`src/hw/rtl/sfc_pkg.sv`:
```
// shared types and constants for the serial frame checker
`timescale 1ns / 1ps

package sfc_pkg;

	localparam int unsigned MAX_FRAME = 64;
	localparam int unsigned MIN_FRAME = 5;
	localparam int unsigned POS_W     = $clog2(MAX_FRAME + 1);

	localparam logic [7:0]  SYNC_BYTE = 8'h7E;
	localparam logic [3:0]  SEQ_DEST  = 4'h1;
	localparam logic [15:0] CRC_INIT  = 16'hFFFF;

	typedef enum logic [2:0] {
		ST_OK      = 3'd0,
		ST_BAD_LEN = 3'd1,
		ST_BAD_SEQ = 3'd2,
		ST_NO_SYNC = 3'd3,
		ST_BAD_CRC = 3'd4
	} status_t;

	typedef struct packed {
		logic       valid;
		status_t    status;
		logic [7:0] frame_length;
		logic [3:0] seq_number;
	} result_t;

endpackage

```
`src/hw/rtl/sfc_if.sv`:
```
// stream interfaces for the byte input and the frame result output
`timescale 1ns / 1ps

interface sfc_byte_if;
	logic       valid;
	logic       ready;
	logic [7:0] data_byte;

	modport source (output valid, output data_byte, input ready);
	modport sink   (input valid, input data_byte, output ready);
endinterface

interface sfc_result_if;
	logic       valid;
	logic       ready;
	logic [2:0] status;
	logic [7:0] frame_length;
	logic [3:0] seq_number;

	modport source (output valid, output status, output frame_length, output seq_number,
		input ready);
	modport sink   (input valid, input status, input frame_length, input seq_number,
		output ready);
endinterface

```
`src/hw/rtl/sfc_crc16.sv`:
```
// one-byte update of the reflected ccitt crc-16
`timescale 1ns / 1ps

module sfc_crc16 (
	input  logic [15:0] crc,
	input  logic [7:0]  data_byte,
	output logic [15:0] crc_next
);

	logic [7:0]  d0;
	logic [7:0]  d1;
	logic [15:0] dw;

	always_comb begin
		d0       = data_byte ^ crc[7:0];
		d1       = d0 ^ {d0[3:0], 4'h0};
		dw       = {8'h00, d1};
		crc_next = {d1, crc[15:8]} ^ (dw >> 4) ^ (dw << 3);
	end

endmodule

```
`src/hw/rtl/sfc_tracker.sv`:
```
// frame position tracking, length check, crc accumulation and end-of-frame checks
`timescale 1ns / 1ps

module sfc_tracker (
	input  logic            clk,
	input  logic            arst_n,
	input  logic            fire,
	input  logic [7:0]      data_byte,
	output sfc_pkg::result_t result
);

	logic                      in_frame_q;
	logic [7:0]                len_q;
	logic [sfc_pkg::POS_W-1:0] pos_q;
	logic [15:0]               crc_q;
	logic [3:0]                nib_q;
	logic                      seq_ok_q;
	logic [15:0]               rcrc_q;

	logic                      in_frame_d;
	logic [7:0]                len_d;
	logic [sfc_pkg::POS_W-1:0] pos_d;
	logic [15:0]               crc_d;
	logic [3:0]                nib_d;
	logic                      seq_ok_d;
	logic [15:0]               rcrc_d;

	logic [15:0] crc_in;
	logic [15:0] crc_upd;
	logic [7:0]  pos_ext;
	logic [7:0]  crc_end;
	logic [7:0]  lo_pos;

	assign crc_in = in_frame_q ? crc_q : sfc_pkg::CRC_INIT;

	sfc_crc16 u_crc (
		.crc       (crc_in),
		.data_byte (data_byte),
		.crc_next  (crc_upd)
	);

	assign pos_ext = 8'(pos_q);
	assign crc_end = len_q - 8'd3;
	assign lo_pos  = len_q - 8'd2;

	always_comb begin
		in_frame_d = in_frame_q;
		len_d      = len_q;
		pos_d      = pos_q;
		crc_d      = crc_q;
		nib_d      = nib_q;
		seq_ok_d   = seq_ok_q;
		rcrc_d     = rcrc_q;

		result.valid        = 1'b0;
		result.status       = sfc_pkg::ST_OK;
		result.frame_length = len_q;
		result.seq_number   = nib_q;

		if (!in_frame_q) begin
			if (data_byte < 8'(sfc_pkg::MIN_FRAME) || data_byte > 8'(sfc_pkg::MAX_FRAME)) begin
				// bad length: report at once, next byte is a new length
				result.valid        = 1'b1;
				result.status       = sfc_pkg::ST_BAD_LEN;
				result.frame_length = data_byte;
				result.seq_number   = 4'h0;
			end else begin
				in_frame_d = 1'b1;
				len_d      = data_byte;
				pos_d      = sfc_pkg::POS_W'(1);
				crc_d      = crc_upd;
				seq_ok_d   = 1'b0;
				nib_d      = 4'h0;
				rcrc_d     = 16'h0000;
			end
		end else if (pos_ext < crc_end) begin
			crc_d = crc_upd;
			if (pos_ext == 8'd1) begin
				seq_ok_d = (data_byte[7:4] == sfc_pkg::SEQ_DEST);
				nib_d    = data_byte[3:0];
			end
			pos_d = pos_q + 1'b1;
		end else if (pos_ext == crc_end) begin
			rcrc_d = {data_byte, 8'h00};
			pos_d  = pos_q + 1'b1;
		end else if (pos_ext == lo_pos) begin
			rcrc_d = {rcrc_q[15:8], data_byte};
			pos_d  = pos_q + 1'b1;
		end else begin
			// sync byte: first failing check wins
			result.valid = 1'b1;
			priority if (!seq_ok_q)
				result.status = sfc_pkg::ST_BAD_SEQ;
			else if (data_byte != sfc_pkg::SYNC_BYTE)
				result.status = sfc_pkg::ST_NO_SYNC;
			else if (rcrc_q != crc_q)
				result.status = sfc_pkg::ST_BAD_CRC;
			else
				result.status = sfc_pkg::ST_OK;
			in_frame_d = 1'b0;
			pos_d      = '0;
			crc_d      = sfc_pkg::CRC_INIT;
		end
	end

	always_ff @(posedge clk or negedge arst_n) begin
		if (!arst_n) begin
			in_frame_q <= 1'b0;
			len_q      <= 8'h00;
			pos_q      <= '0;
			crc_q      <= sfc_pkg::CRC_INIT;
			nib_q      <= 4'h0;
			seq_ok_q   <= 1'b0;
			rcrc_q     <= 16'h0000;
		end else if (fire) begin
			in_frame_q <= in_frame_d;
			len_q      <= len_d;
			pos_q      <= pos_d;
			crc_q      <= crc_d;
			nib_q      <= nib_d;
			seq_ok_q   <= seq_ok_d;
			rcrc_q     <= rcrc_d;
		end
	end

endmodule

```
`src/hw/rtl/serial_frame_checker_unit.sv`:
```
// top level of the serial frame checker: input register, tracker, result register
`timescale 1ns / 1ps

//  channel  | dir | payload                                        | item
//  ---------+-----+------------------------------------------------+---------------------------
//  stream   | in  | data_byte[7:0]                                 | one raw byte of the link
//  report   | out | status[2:0] frame_length[7:0] seq_number[3:0]  | one per frame or bad length
//
// one byte per cycle sustained unless the report stalls; a taken byte waits in the input
// register while the tracker works on it, and its result, if any, goes to the result register
// reset clears the input and result valid flags and puts the tracker out of frame
// with the crc at its initial value
// a stalled report holds the result register and every buffered byte, with or without a
// result; the input register still takes one byte, then ready drops until the report is taken
// the crc update and the end-of-frame checks sit between the two registers

module serial_frame_checker_unit (
	input  logic               clk,
	input  logic               arst_n,
	sfc_byte_if.sink           stream,
	sfc_result_if.source       report
);

	// input register
	logic       valid_s1;
	logic [7:0] byte_s1;

	// result register
	logic                out_valid_q;
	sfc_pkg::status_t    status_q;
	logic [7:0]          length_q;
	logic [3:0]          seq_q;

	sfc_pkg::result_t    res;
	logic                advance;
	logic                take_in;

	// tracker consumes the buffered byte only when the result slot can take a result
	assign advance      = valid_s1 && (!out_valid_q || report.ready);
	assign stream.ready = !valid_s1 || advance;
	assign take_in      = stream.valid && stream.ready;

	always_ff @(posedge clk or negedge arst_n) begin
		if (!arst_n) begin
			valid_s1 <= 1'b0;
		end else if (take_in) begin
			valid_s1 <= 1'b1;
		end else if (advance) begin
			valid_s1 <= 1'b0;
		end
	end

	always_ff @(posedge clk) begin
		if (take_in) begin
			byte_s1 <= stream.data_byte;
		end
	end

	sfc_tracker u_tracker (
		.clk       (clk),
		.arst_n    (arst_n),
		.fire      (advance),
		.data_byte (byte_s1),
		.result    (res)
	);

	always_ff @(posedge clk or negedge arst_n) begin
		if (!arst_n) begin
			out_valid_q <= 1'b0;
		end else if (advance && res.valid) begin
			out_valid_q <= 1'b1;
		end else if (report.ready) begin
			out_valid_q <= 1'b0;
		end
	end

	always_ff @(posedge clk) begin
		if (advance && res.valid) begin
			status_q <= res.status;
			length_q <= res.frame_length;
			seq_q    <= res.seq_number;
		end
	end

	assign report.valid        = out_valid_q;
	assign report.status       = status_q;
	assign report.frame_length = length_q;
	assign report.seq_number   = seq_q;

endmodule

```
`src/flat_wrapper.sv`:
```
// flat-port wrapper written by rule: the top's interface ports become plain ports
module serial_frame_checker_unit_flat 
  (clk, arst_n, stream_valid, stream_data_byte, stream_ready, report_valid, report_status, report_frame_length, report_seq_number, report_ready);
  sfc_byte_if stream_i ();
  sfc_result_if report_i ();
  input  logic clk;
  input  logic arst_n;
  input wire logic [$bits(stream_i.valid)-1:0] stream_valid;
  input wire logic [$bits(stream_i.data_byte)-1:0] stream_data_byte;
  output wire logic [$bits(stream_i.ready)-1:0] stream_ready;
  output wire logic [$bits(report_i.valid)-1:0] report_valid;
  output wire logic [$bits(report_i.status)-1:0] report_status;
  output wire logic [$bits(report_i.frame_length)-1:0] report_frame_length;
  output wire logic [$bits(report_i.seq_number)-1:0] report_seq_number;
  input wire logic [$bits(report_i.ready)-1:0] report_ready;
  assign stream_i.valid = stream_valid;
  assign stream_i.data_byte = stream_data_byte;
  assign stream_ready = stream_i.ready;
  assign report_valid = report_i.valid;
  assign report_status = report_i.status;
  assign report_frame_length = report_i.frame_length;
  assign report_seq_number = report_i.seq_number;
  assign report_i.ready = report_ready;
  serial_frame_checker_unit u_core (.clk(clk), .arst_n(arst_n), .stream(stream_i), .report(report_i));
endmodule
```
`config.mk`:
```
export PLATFORM = sky130hd
export DESIGN_NAME = serial_frame_checker_unit_flat
export DESIGN_NICKNAME = d
export VERILOG_FILES = /design/src/hw/rtl/sfc_pkg.sv /design/src/hw/rtl/sfc_if.sv /design/src/hw/rtl/sfc_crc16.sv /design/src/hw/rtl/sfc_tracker.sv /design/src/hw/rtl/serial_frame_checker_unit.sv /design/src/flat_wrapper.sv
export SDC_FILE = /design/constraint.sdc
export NUM_CORES = 1
export LEC_CHECK = 0
export ABC_AREA = 1
export ABC_CLOCK_PERIOD_IN_PS = 7200
export BUFFER_PORTS_ARGS = -buffer_cell sky130_fd_sc_hd__buf_4
export CAP_MARGIN = 40
export CORE_UTILIZATION = 35
export DETAILED_ROUTE_END_ITERATION = 7
export SLEW_MARGIN = 10
export SYNTH_ARGS = -nofsm -noshare
export SYNTH_HDL_FRONTEND = slang
export SYNTH_HIERARCHICAL = 1
export SYNTH_SLANG_ARGS = --single-unit
```
`constraint.sdc`:
```
create_clock -name clk -period 7.2 [get_ports clk]
set_input_delay 1.08 -clock clk [delete_from_list [all_inputs] [get_ports clk]]
set_output_delay 1.08 -clock clk [all_outputs]
set_load 0.01 [all_outputs]
```
==> results of run 1 <==
cell families (layout without fill, tap and decap cells):
group,after synthesis,after routing
AO/OA/AOI/OAI,39,39
XOR/XNOR,32,32
adder cells (fa/ha/maj),12,12
buffers and inverters,97,127
flip-flops,78,78
AND/OR/NAND/NOR,387,387
cells in the mapped netlist (all sizes together):
cell type,instances
nand2,261
xor2,13
dfstp,16
edfxtp,23
nor3,6
xnor2,19
o21ai,29
ha,12
nor4,3
buf,8
clkbuf,6
a41oi,1
inv,83
or2,17
a21oi,7
nand3,52
nor2,32
nand4,10
o211ai,1
o2111ai,1
nand3b,6
dfrtp,39
metal layers:
layer / up-vias / GRT usage, %
li1: 2081 / -
met1: 1893 / 22.98
met2: 78 / 26.26
met3: 10 / 3.565
met4: 0 / 6.406
met5: - / 0
stage by stage:
stage / util, % / setup WS (ns) / std cells / instance area (sq um)
3_5_place_dp: 38.94 / 3.820 / 835 / 5219
6_report: 40.94 / 3.805 / 851 / 5487
5_1_grt: 40.94 / 3.484 / 851 / 5487
2_1_floorplan: - / 4.241 / 645 / 4870
4_1_cts: 40.94 / 3.804 / 851 / 5487
3_3_place_gp: 38.94 / 3.933 / 835 / 5219
layout make-up:
cell class	instances	share of cell area, %
clock buffers	11	4.242
inverters	83	5.678
flip-flops and latches	78	38.04
repair buffers	28	3.831
multi-input cells	470	43.56
clock inverters	5	0.6385
well taps	176	4.014
worst max-delay path, cell delays in order, from the launching register on:
cell and delay, ns:
dfrtp_1 0.43, inv_1 0.12, ha_1 0.19, nand2_1 0.07, nand3_1 0.10, xor2_1 0.18
ha_1 0.31, nand2_1 0.07, nor2_1 0.17, nand3b_1 0.10, nand3_1 0.10, nand2_2 0.11
nor2_4 0.14, nand3_1 0.23, nand2_1 0.12, inv_1 0.06, nor2_2 0.52
final timing paths:
| path | startpoint | end | slack [ns] | cells past startpoint |
|---|---|---|---|---|
| max | u_core/u_tracker/len_q[2] | u_core/report.frame_length[4] | 3.80 | 16 |
| min | u_core/u_tracker/crc_q[12] | u_core/u_tracker/crc_q[12] | 0.48 | 2 |
| max reg2reg | u_core/u_tracker/len_q[2] | u_core/report.frame_length[4] | 3.80 | 16 |
| min reg2reg | u_core/u_tracker/crc_q[12] | u_core/u_tracker/crc_q[12] | 0.48 | 2 |
| max in group asynchronous | arst_n | u_core/u_tracker/len_q[0] | 5.94 | 1 |
| min in group asynchronous | arst_n | u_core/u_tracker/nib_q[0] | 0.80 | 1 |
power by group through the flow:
stage	registers (mW)	logic, mW	clock network (mW)
after global placement	0.796	1.07	0
after CTS	0.795	1.09	0.420
final	0.794	1.09	0.408
after floorplan	0.749	0.880	0
after global routing	0.819	1.25	0.436
after detailed placement	0.802	1.08	0
sequential cells by signal (all words and copies together) (netlist names):
signal and cells:
u_core/byte_s1 8, u_core/report.frame_length 8, u_core/report.seq_number 4, u_core/report.status 3
u_core/report.valid 1, u_core/u_tracker/crc_q 16, u_core/u_tracker/in_frame_q 1, u_core/u_tracker/len_q 8
u_core/u_tracker/nib_q 4, u_core/u_tracker/pos_q 7, u_core/u_tracker/rcrc_q 16, u_core/u_tracker/seq_ok_q 1
u_core/valid_s1 1
cell usage in the layout, fill, tap and decap left out:
cell | Yosys | final
a21oi_1 | 6 | 6
a21oi_4 | 1 | 1
a41oi_1 | 1 | 1
buf_4 | 2 | 28
clkbuf_1 | 5 | 2
clkbuf_16 | 0 | 9
clkinv_2 | 0 | 2
clkinv_4 | 0 | 1
clkinvlp_4 | 0 | 1
dfrtp_1 | 39 | 39
dfstp_2 | 16 | 16
edfxtp_1 | 23 | 23
ha_1 | 12 | 12
inv_1 | 78 | 78
inv_2 | 5 | 5
inv_6 | 0 | 1
nand2_1 | 246 | 246
nand2_2 | 8 | 8
nand2_4 | 7 | 7
nand3_1 | 50 | 50
nand3_2 | 2 | 2
nand3b_1 | 5 | 5
nand3b_4 | 1 | 1
nand4_1 | 10 | 10
nor2_1 | 26 | 26
nor2_2 | 4 | 4
nor2_4 | 2 | 2
nor3_1 | 6 | 6
nor4_1 | 3 | 3
o2111ai_1 | 1 | 1
o211ai_1 | 1 | 1
o21ai_0 | 25 | 25
o21ai_1 | 4 | 4
or2_2 | 17 | 17
xnor2_1 | 19 | 19
xor2_1 | 13 | 13
==> impl_metrics.ini, run 1 <==
[synthesis]
ys_ff_latch = 78
syn-cell-area_sq_um = 4870
synth_xor_area_share_pct = 5.755
synth-adder-area-share_pct = 3.083
synthMuxAreaShare_pct = 0
yosysTopAreaCell = dfrtp_1
synth-seq-area-share_pct = 42.86
synthCells = 645
synth_top_family_by_area = simple AND/OR/NAND/NOR gates
synth_area_per_cell_sq_um = 7.550
ys_types = 34
synth_compound_area_share_pct = 4.445
synth.net_count = 669
ys.warnings.count = 6
synth_simple_gate_area_share_pct = 35.79
ys_top_cells_by_area = dfrtp_1 (20%), nand2_1 (19%), edfxtp_1 (14%), dfstp_2 (8.6%), inv_1 (6.0%)
synth.top_cell.area_share_pct = 20.04

[grt]
grt_max_degree = 56
grt_pass1_vias = 3769
grt_pass1_wl_mm = 18.59
antenna_found_initial = 0
gr-total-overflow = 0
globalRouteTotalUtil_pct = 16.91

[sta]
rsz0062_at_grt = false
hold_ws_ns = 0.4797
hold_viol = 0
fin_crit_sh_pct = 47.15
finalCriticalPeriod_ns = 3.395
finalSetupViolCount = 0
setup_tns_ns = 0
clock_skew_ns = 0.008742
drv_slew = 0
max_freq_mhz = 294.5
tightest_slew_ns = 0.7072
slew_headroom_pct = 52.85

[detailed_routing]
drtPass1Iterations = 4
post_drt_wl_per_cell_um = 13.25
drt_iter0_drc = 229
route.detailed.drc = 0
num_vias = 4062
wl_met3_um = 446
detail-route-antenna-nets = 0
viasPerCell = 4.773
wl_mm = 11.28
wl_met1_mm = 5.529
top_layer = met4
dr_wl_met2_mm = 5.138

[critical_path]
crit_type = reg2reg
endpoint_kind = flop
crit_fanout = 15
crit_path_start_kind = flop
worstPathRequired_ns = 7.17
cp.arrival_ns = 3.37

[place]
port_buffers = 28
hpwl_mm = 8.336
gp_congestion = 0.9043

[clock_tree]
cts_buffer_depth = 2
clock_sinks = 78
clk_pin_slew_ns = 0.06
cts-root-buf = clkbuf_16
worstSkewPairLatency_ns = 0.34
postCtsHoldBufs = 0
cts_buffers = 9
cts_tree = built
cts_setup_buffers = 0
cts.htree.levels = 3
ctsResizeCount = 0

[cells_and_area]
syn2layout_area_growth_pct = 12.67
regArea_sq_um = 2087
multi_input_area_sq_um = 2390
antenna_cells = 0
nets = 694
layout-drive-gt1-share_pct = 15.56
fillCellCount = 1369

[power_and_ir_drop]
clkPwrFrac_pct = 17.8
switching_share_pct = 43.40
leakagePower_nw = 2.817
power_frac_seq_pct = 34.7
max-vdd-ir-drop_mv = 0.1912
powerDensity_nw_per_um2 = 417.2
p_comb_share_pct = 47.5
switching_power_uw = 993.4
totalPowerFinal_mw = 2.289
internal_power_mw = 1.295

[run]
max-cap-violations = 0

[die]
coreArea_sq_um = 13400
die_area_sq_um = 14390
die_y_um = 120.0
start_util_pct = 36.34
io_pins = 29
rows = 42
die_w_um = 120.0

[worst_hold_path]
hold_path.class = reg2reg

[outcome]
status = finished, final reports clean
(Power assumes the default switching activity.)
==> inputs of run 2 (changes only) <==
ABC_CLOCK_PERIOD_IN_PS = 3050   (was 7200)
clock period = 3.05 ns   (was 7.2 ns; I/O delays follow)
==> run 2 against run 1 <==
  * Sequential power increased by 130%
  * Clock power increased by 150%
  * Worst setup slack got worse by 3.6 ns
  * Fmax increased by 18%
  * Global-route usage increased by 0.88 points
  * Design area increased by 4.2%
  * Critical path depth increased by 2
==> impl_metrics.ini, run 2 (synthesized netlist as in run 1, its figures left out) <==
[sta]
slew_headroom_pct = 50.58
drv_slew = 0
setup_ws_ns = 0.1791
finalSetupViolCount = 0
hold_viol = 0
hold_ws_ns = 0.1506
clock_skew_ns = 0.01343
tightest_slew_ns = 0.7413
setup_tns_ns = 0
max_freq_mhz = 348.3
fin_crit_sh_pct = 94.13
finalCriticalPeriod_ns = 2.871
rsz0062_at_grt = false

[detailed_routing]
post_drt_wl_per_cell_um = 13.68
viasPerCell = 4.749
drtPass1Iterations = 5
detail-route-antenna-nets = 0
route.detailed.drc = 0
num_vias = 4141
wl_mm = 11.93
drt_iter0_drc = 315

[place]
port_buffers = 28
dp.cells = 848
hpwl_mm = 8.638
place_ws_ns = 0.08735
gp_congestion = 0.9006

[worst_hold_path]
hold_path.class = in2async

[grt]
grt_pass1_wl_mm = 19.56
antenna_found_initial = 0
grt_max_degree = 56
grt_pass1_vias = 3921
globalRouteTotalUtil_pct = 17.79
gr-total-overflow = 0

[outcome]
status = finished, final reports clean

[critical_path]
crit_path_start_kind = flop
crit_fanout = 7
endpoint_kind = flop
cp.arrival_ns = 2.94
worstPathRequired_ns = 3.12
crit_type = reg2reg

[die]
io_pins = 29
rows = 42
die_w_um = 120.0
start_util_pct = 36.34
die_y_um = 120.0
die_area_sq_um = 14390
coreArea_sq_um = 13400

[power_and_ir_drop]
powerDensity_nw_per_um2 = 992.9
max-vdd-ir-drop_mv = 0.3296
leakagePower_nw = 2.924

[cells_and_area]
nets = 715
final_common_cell = nand2_1
reg_top3 = u_core/u_tracker/crc_q: 16 flops, u_core/u_tracker/rcrc_q: 16 flops
syn2layout_area_growth_pct = 17.34
layout-drive-gt1-share_pct = 19.54
most-common-layout-cells = nand2_1 (245), inv_1 (77), nand3_1 (50), buf_4 (47), dfrtp_1 (37)
fin_cells = 872
antenna_cells = 0
multi_input_area_sq_um = 2417
regArea_sq_um = 2090
fillCellCount = 1320

[clock_tree]
cts-root-buf = clkbuf_16
cts.htree.levels = 3
clk_pin_slew_ns = 0.06
cts_buffers = 9
postCtsHoldBufs = 0
worstSkewPairLatency_ns = 0.36
clock_sinks = 78
cts_buffer_depth = 2
cts_tree = built

[run]
max-cap-violations = 0
run 2: cell types whose count changed in the layout (fill, tap and decap cells not counted), sizes merged:
cell      delta
clkinvlp     +2
clkbuf       -1
buf         +20
run 2: worst max-delay path: stages, from the launching register on:
cell	delay [ns]
dfrtp_2	0.45
inv_4	0.09
ha_1	0.14
nand2_1	0.08
nand2_2	0.09
xor2_1	0.17
inv_1	0.06
ha_1	0.31
nand2_1	0.09
nor2_2	0.11
nand3b_1	0.09
nand3_1	0.10
nand2_2	0.08
nor2_4	0.11
nand3_1	0.10
nand2_1	0.07
inv_1	0.09
nor2_4	0.17
clkbuf_16	0.18
run 2: routing by layer:
| layer | track usage, % | wire (um) | vias to the layer above |
|---|---|---|---|
| li1 | - | - | 2118 |
| met1 | 24.61 | 5743 | 1887 |
| met2 | 27.16 | 5330 | 114 |
| met3 | 3.470 | 624 | 22 |
| met4 | 7.109 | 227 | 0 |
| met5 | 0 | 0 | - |
run 2: final timing paths:
kind	cells past startpoint	from	end	slack, ns
worst max register to register	18	u_core/u_tracker/len_q[2]	u_core/report.frame_length[0]	0.18
min in group clk	1	stream_data_byte[0]	u_core/byte_s1[0]	0.27
max in group asynchronous	1	arst_n	u_core/u_tracker/len_q[2]	2.37
worst min-delay path	1	arst_n	u_core/u_tracker/rcrc_q[1]	0.15
worst min register to register	2	u_core/u_tracker/crc_q[14]	u_core/u_tracker/crc_q[14]	0.48
worst max-delay path	18	u_core/u_tracker/len_q[2]	u_core/report.frame_length[0]	0.18
run 2: repair_timing:
action	CTS	global route
gates resized for setup	0	10
setup buffers	0	7
setup endpoints to repair	0	15
run 2: through the flow:
| step | utilization, % | total power, mW | cell area [sq um] |
|---|---|---|---|
| global placement | 39.77 | 4.477 | 5329 |
| finish | 42.64 | 5.674 | 5714 |
| floorplan | - | 3.846 | 4870 |
| global route | 42.64 | 6.158 | 5714 |
| CTS | 41.82 | 5.565 | 5604 |
| detailed placement | 39.77 | 4.532 | 5329 |
run 2: power by group:
part / internal (mW) / leakage, nW / switching [mW]
sequential: 1.52 / 0.901 / 0.276
clock: 0.552 / 0.128 / 0.454
combinational: 1.14 / 1.90 / 1.73
run 2: final cells by class:
class                           instances  share of cell area, %
Clock buffer                            9                  3.941
Clock inverter                          7                 0.8758
Inverter                               83                  5.496
Multi-Input combinational cell        470                  42.30
Sequential cell                        78                  36.57
Tap cell                              176                  3.854
Timing Repair Buffer                   49                  6.963
==> inputs of run 3 (changes only) <==
ABC_CLOCK_PERIOD_IN_PS = 2600   (was 3050)
clock period = 2.6 ns   (was 3.05 ns; I/O delays follow)
==> run 3 against run 2 <==
  * Power rose by 23%
  * The flow now finishes with violations (negative setup slack)
  * Sequential cell count did not move
  * Register-to-register slack got worse by 0.18 ns
  * Design area rose by 5.2%
  * Global-route usage barely moved
  * Sequential power rose by 19%
  * Worst setup slack got worse by 0.18 ns
  * Combinational power rose by 30%
  * Sequential share of layout area fell by 1.8 points
  * First-iteration DRC count fell by 11%
  * Largest cell class unchanged
  * Worst hold slack got worse by 0.045 ns
==> impl_metrics.ini, run 3 (synthesized netlist as in run 1, its figures left out) <==
[outcome]
status = finished, violations left
failed_checks = negative setup slack

[power_and_ir_drop]
p_comb_share_pct = 53.6
switching_power_mw = 3.012
switching_share_pct = 43.18
clkPwrFrac_pct = 15.8
internal_power_mw = 3.963
powerDensity_nw_per_um2 = 1160
totalPowerFinal_mw = 6.975
power_frac_seq_pct = 30.6
leakagePower_nw = 3.006
max-vdd-ir-drop_mv = 0.3468

[die]
die_area_sq_um = 14390
start_util_pct = 36.34
io_pins = 29
coreArea_sq_um = 13400
rows = 42
die_y_um = 120.0
die_w_um = 120.0

[sta]
max_freq_mhz = 384.3
finalCriticalPeriod_ns = 2.602
hold_ws_ns = 0.1056
hold_viol = 0
drv_slew = 0
slew_headroom_pct = 52.98
setup_ws_ns = -0.002401
clock_skew_ns = 0.004610
rsz0062_at_grt = true
finalSetupViolCount = 11
fin_crit_sh_pct = 100.1
tightest_slew_ns = 0.7053

[critical_path]
crit_fanout = 15
crit_path_start_kind = flop
worstPathRequired_ns = 2.65
crit_type = reg2reg
cp.arrival_ns = 2.66
reg2reg_depth = 18
endpoint_kind = flop

[cells_and_area]
fillCellCount = 1344
antenna_cells = 0
layout-drive-gt1-share_pct = 23.46
reg_top3 = u_core/u_tracker/crc_q: 16 flops, u_core/u_tracker/rcrc_q: 16 flops
syn2layout_area_growth_pct = 23.46
nets = 731
final_common_cell = nand2_1
fin_util_pct = 44.86
most-common-layout-cells = nand2_1 (234), inv_1 (75), buf_4 (56), nand3_1 (47), dfrtp_1 (37)

[worst_hold_path]
hold_path.class = in2async

[place]
port_buffers = 28
place_ws_ns = 0.009288
hpwl_mm = 8.971
gp_congestion = 0.8668

[detailed_routing]
post_drt_wl_per_cell_um = 13.86
detail-route-antenna-nets = 0
route.detailed.drc = 0
viasPerCell = 4.779
drtPass1Iterations = 6
wl_mm = 12.31
num_vias = 4244
drt_iter0_drc = 281

[clock_tree]
postCtsHoldBufs = 0
cts_buffers = 9
worstSkewPairLatency_ns = 0.34
cts.htree.levels = 3
cts_buffer_depth = 2
cts-root-buf = clkbuf_16
clock_sinks = 78
cts_tree = built
clk_pin_slew_ns = 0.06

[grt]
grt_max_degree = 56
grt_pass1_vias = 4028
globalRouteTotalUtil_pct = 17.76
antenna_found_initial = 0
grt_pass1_wl_mm = 19.78
gr-total-overflow = 0

[run]
max-cap-violations = 0
run 3: critical path, stage by stage (launching register included):
cell and delay, ns:
dfrtp_1 0.43, inv_2 0.08, ha_4 0.17, nand2_4 0.06
nand2_2 0.07, xor2_1 0.15, inv_1 0.09, ha_4 0.28
nand2_2 0.05, nor2_2 0.09, nand3b_1 0.09, nand3_1 0.09
nand2_2 0.08, nor2_4 0.12, nand3_2 0.07, nand2_1 0.07
inv_2 0.05, nor2_4 0.10, buf_12 0.15
run 3: stage by stage:
step / instance area [sq um] / TNS (ns) / cells
floorplan: 4943 / -0.8970 / 645
global placement: 5533 / 0 / 862
detailed placement: 5533 / 0 / 862
CTS: 5819 / 0 / 880
global route: 6012 / -4.028 / 888
finish: 6012 / -0.01840 / 888
run 3: power groups by stage:
| stage | Sequential [mW] | Clock, mW | Combinational, mW |
|---|---|---|---|
| after CTS | 2.12 | 1.13 | 3.50 |
| after global placement | 2.13 | 0 | 3.37 |
| after global routing | 2.18 | 1.17 | 4.23 |
| after floorplan | 2.09 | 0 | 2.53 |
| final | 2.13 | 1.10 | 3.74 |
| after detailed placement | 2.13 | 0 | 3.45 |
run 3: layout make-up:
| cell class | instances | area (sq um) | area share, % |
|---|---|---|---|
| clock buffers | 11 | 232.7 | 3.871 |
| clock inverters | 5 | 26.28 | 0.4370 |
| inverters | 83 | 314.1 | 5.224 |
| multi-input cells | 472 | 2567 | 42.71 |
| flip-flops and latches | 78 | 2090 | 34.76 |
| well taps | 176 | 220.2 | 3.663 |
| repair buffers | 63 | 561.8 | 9.344 |
run 3: what timing repair did:
| action | 4_1_cts | 5_1_grt |
|---|---|---|
| buffers inserted | 2 | 4 |
| gates cloned | 0 | 4 |
| setup endpoints to repair | 10 | 55 |
| gates resized for setup | 0 | 23 |
| pin swaps | 1 | 18 |
run 3: path summary, 6_finish.rpt:
kind,start,end,slack (ns)
worst max register to register,u_core/u_tracker/len_q[2],u_core/report.seq_number[3],-0.002
worst min register to register,u_core/u_tracker/crc_q[11],u_core/u_tracker/crc_q[11],0.49
worst min-delay path,arst_n,u_core/u_tracker/rcrc_q[5],0.11
worst max-delay path,u_core/u_tracker/len_q[2],u_core/report.seq_number[3],-0.002
max in group asynchronous,arst_n,u_core/u_tracker/len_q[0],2.00
min in group clk,stream_data_byte[7],u_core/byte_s1[7],0.22
run 3: layer usage:
| metal | global-route usage [%] | share of wire [%] | up-vias |
|---|---|---|---|
| met5 | 0 | 0 | - |
| met4 | 7.344 | 2.1 | 0 |
| met3 | 3.375 | 5.1 | 20 |
| met2 | 27.48 | 46 | 128 |
| met1 | 24.24 | 47 | 1943 |
| li1 | - | - | 2153 |
